$ cat config.mk
export PLATFORM = sky130hd
export DESIGN_NAME = stef_ram
export DESIGN_NICKNAME = d
export VERILOG_FILES = /design/src/design/stef_ram.sv
export SDC_FILE = /design/constraint.sdc
export NUM_CORES = 2
export LEC_CHECK = 0
export BUFFER_PORTS_ARGS = -buffer_cell sky130_fd_sc_hd__buf_4
export CAP_MARGIN = 40
export CORE_ASPECT_RATIO = 0.5
export CORE_MARGIN = 5
export CORE_UTILIZATION = 40
export CTS_CLUSTER_DIAMETER = 50
export DETAILED_ROUTE_END_ITERATION = 10
export PLACE_DENSITY = 0.6
export SYNTH_ARGS = -nofsm -noshare
export SYNTH_HDL_FRONTEND = slang
export SYNTH_SLANG_ARGS = --single-unit
$ cat constraint.sdc
create_clock -name i_clk -period 3.37 [get_ports i_clk]
set_input_delay 0.1685 -clock i_clk [delete_from_list [all_inputs] [get_ports i_clk]]
set_output_delay 0.1685 -clock i_clk [all_outputs]
set_load 0.02 [all_outputs]
$ cat src/design/stef_ram.sv
// Generic simple dual-port RAM with registered read.
`timescale 1ns / 1ps
`default_nettype none

module stef_ram #(
    parameter int WIDTH = 8,
    parameter int DEPTH = 256
) (
    input  wire logic                     i_clk,
    input  wire logic                     i_we,
    input  wire logic [$clog2(DEPTH)-1:0] i_waddr,
    input  wire logic [WIDTH-1:0]         i_wdata,
    input  wire logic [$clog2(DEPTH)-1:0] i_raddr,
    output logic      [WIDTH-1:0]         o_rdata
);

    logic [WIDTH-1:0] r_mem [DEPTH];
    logic [WIDTH-1:0] r_rdata;

    always_ff @(posedge i_clk) begin
        if (i_we) begin
            r_mem[i_waddr] <= i_wdata;
        end
        r_rdata <= r_mem[i_raddr];
    end

    assign o_rdata = r_rdata;

endmodule

`default_nettype wire

==> out/results.tsv <==
metric	value	unit
status	complete, no violations	
cts_buffer_depth	3	
cts_buffers	183	
die_y	325.4	um
synth_top_area_cell	edfxtp_1	
ys_seq_area_share	77.50	%
final_cell_area	90970	sq um
fin_worst_skew	0.03996	ns
die_width	640.7	um
dp_cells	6513	
peakVddDrop	0.0004767	V
grt_pass1_vias	39967	
wirelength	203200	um
gp_congestion	0.8479	
tns	0	ns
core-area	197100	sq um
htree_num_levels	4	
grt_pass1_wl	292200	um
worstPathRequired	4.08	ns
synth_adder_area_share	0	%
startpoint	r_mem[83][1]$_DFFE_PP_	
post_dp_cell_area	84880	sq um
setup_viol	0	
root_buffer	clkbuf_16	
ys_types	55	
yosys.area_share.simple	2.628	%
synth_async_sr_flop_share	0	%
p_leak	28.35	nW
r2r.worst_path.cells	7	
ys_warn_count	0	
maxSlewViolCount	0	
fin_nets	4099	
synth_compound_area_share	3.419	%
finalCritPeriodShare	83.15	%
area_growth_syn_to_layout	14.35	%
grtUsageTotal	19.29	%
final_cells	6855	
drc_errors	0	
io_buffer_count	33	
drtAntennaViolNets	0	
ios	34	
endpoint	o_rdata[1]$_DFF_P_	
dieArea	208500	sq um
syn_avg_cell_area	21.31	sq um
num_vias	39932	
start_util	40.36	%
synth_xor_area_share	0	%
finalHoldViolCount	0	
vias_per_cell	5.825	
tightest_slew	0.9415	ns
maxCapViolCount	0	
ys.flop_type	edfxtp_1	
drive_above_1_share	26.46	%
crit_type	flop to flop	
syn_nets	3759	
fmax	356.9	MHz
grt_max_degree	119	
synth_area	79560	sq um
detail_route.first_pass.iterations	6	
r2r_slack	0.57	ns
hpwl	128500	um
synth_edf_count	2048	
avgRoutedWirePerCell	29.64	um
grt.overflow.total	0	
antenna_found_initial	3	
yosysTopAreaCellShare	77.30	%
arrival	3.51	ns
synth_cells	3733	
clkTransAtPathRegs	0.06	ns
cts_num_sinks	2056	
postLayoutSetupSlackWorst	0.5678	ns
cts_tree	yes	
relSlewSlack	37.23	%
start_kind	flop	
rows	115	
timing.rr.start	r_mem[83][1]$_DFFE_PP_	
r2r_end	o_rdata[1]$_DFF_P_	
hold_class	input pin to flop	
synth_top_family_by_area	multiplexers	
grt_setup_unrepaired	false	
dp_slack	-0.05364	ns
fillers	16274	
synth-seq-cells	2056	
p_total	52.11	mW
power_density	572.8	nW/um^2
synth.mux.area_fraction	14.62	%
critical_path.max_fanout	1	
worstSkewPairLatency	0.84	ns
min_period	2.802	ns
synthTopCellsByArea	edfxtp_1, mux4_2, mux2i_1, nor2_1, a22oi_1	
drt_iter0_drc	4796	
end_kind	flop	
metal layers:
layer	GRT usage (%)	routed length (um)
met1	28.24	86250
met5	0	0
met4	5.089	4887
met3	3.894	17190
met2	29.67	94830
kinds of logic (layout without fill, tap and decap cells):
family	after synthesis	after routing
multiplexers	591	591
AO/OA/AOI/OAI	385	385
buffers and inverters	235	724
AND/OR/NAND/NOR	466	466
flip-flops	2056	2056
other	0	1
cell usage in the layout, fill, tap and decap left out, types with 30 or more instances in the layout:
cell type	netlist	routed
clkinv_1	1	37
o221ai_1	46	46
nor2_1	282	279
a21oi_1	96	96
buf_4	27	324
mux4_2	454	454
mux2i_1	134	134
edfxtp_1	2048	2048
clkbuf_16	0	187
nand3_1	34	34
clkinv_2	0	30
a22oi_1	133	133
nand2_1	33	32
buf_12	8	39
clkbuf_1	111	37
sequential cells by signal (all words and copies together) (netlist names):
register,flops
r_mem,2048
o_rdata,8
layout make-up:
class,instances,area (sq um),share of cell area (%)
Clock inverter,106,1144,1.257
Inverter,2,7.507,0.008252
Multi-Input combinational cell,1442,16490,18.13
Antenna cell,1,2.502,0.002751
Sequential cell,2056,61660,67.78
Tap cell,2632,3293,3.620
Timing Repair Buffer,388,3505,3.852
Clock buffer,228,4873,5.357
what timing repair did:
| item | 4_1_cts | 5_1_grt |
|---|---|---|
| setup buffers | 0 | 0 |
| hold buffers | 7 | 0 |
| endpoints found under the hold margin | 162 | 0 |
| resized for setup | 0 | 0 |
power breakdown:
part	switching, mW	leakage [nW]	total [mW]	internal [mW]
clock	9.30	2.93	21.1	11.8
combinational	1.75	6.95	2.73	0.980
sequential	0.0560	18.5	28.2	28.2
total	11.1	28.4	52.1	41.0
per-stage QoR:
stage | hold WS, ns | utilization [%]
after floorplan | 0.2674 | -
after global placement | 0.6920 | 42.98
after detailed placement | 0.6081 | 43.06
after CTS | 0.003392 | 46.15
after global routing | 0.02032 | 46.15
final | 0.003151 | 46.15
synth_stat cells (all sizes together), types with 4 or more instances:
master and n:
a2111oi 5, a211oi 16, a21oi 96, a221oi 14
a22o 8, a22oi 133, and2 6, buf 122
clkbuf 111, dfxtp 8, edfxtp 2048, mux2i 134
mux4 456, nand2 33, nand2b 8, nand3 34
nand4 10, nor2 282, nor2b 31, nor3 22
nor4 27, o211ai 10, o21ai 12, o221ai 47
o22a 5, o22ai 28, o32ai 5, or2 4
worst max-delay path: stages (launching register included):
cell,delay (ns)
edfxtp_1,0.36
mux4_2,0.52
mux4_2,0.58
nor2b_1,0.18
nor4_1,0.60
buf_2,0.29
buf_4,0.13
nor4_1,0.04
worst min path at each step:
stage | cells past startpoint | to | startpoint | slack (ns)
6_report | 1 | r_mem[240][2]$_DFFE_PP_ | i_wdata[2] | 0.003
3_3_place_gp | 1 | r_mem[80][1]$_DFFE_PP_ | i_wdata[1] | 0.69
4_1_cts | 1 | r_mem[58][0]$_DFFE_PP_ | i_wdata[0] | 0.003
5_1_grt | 1 | r_mem[210][2]$_DFFE_PP_ | i_wdata[2] | 0.02
3_5_place_dp | 1 | r_mem[195][5]$_DFFE_PP_ | i_wdata[5] | 0.61
2_1_floorplan | 0 | r_mem[0][0]$_DFFE_PP_ | i_wdata[0] | 0.27
Power figures use the tool's default switching activity.
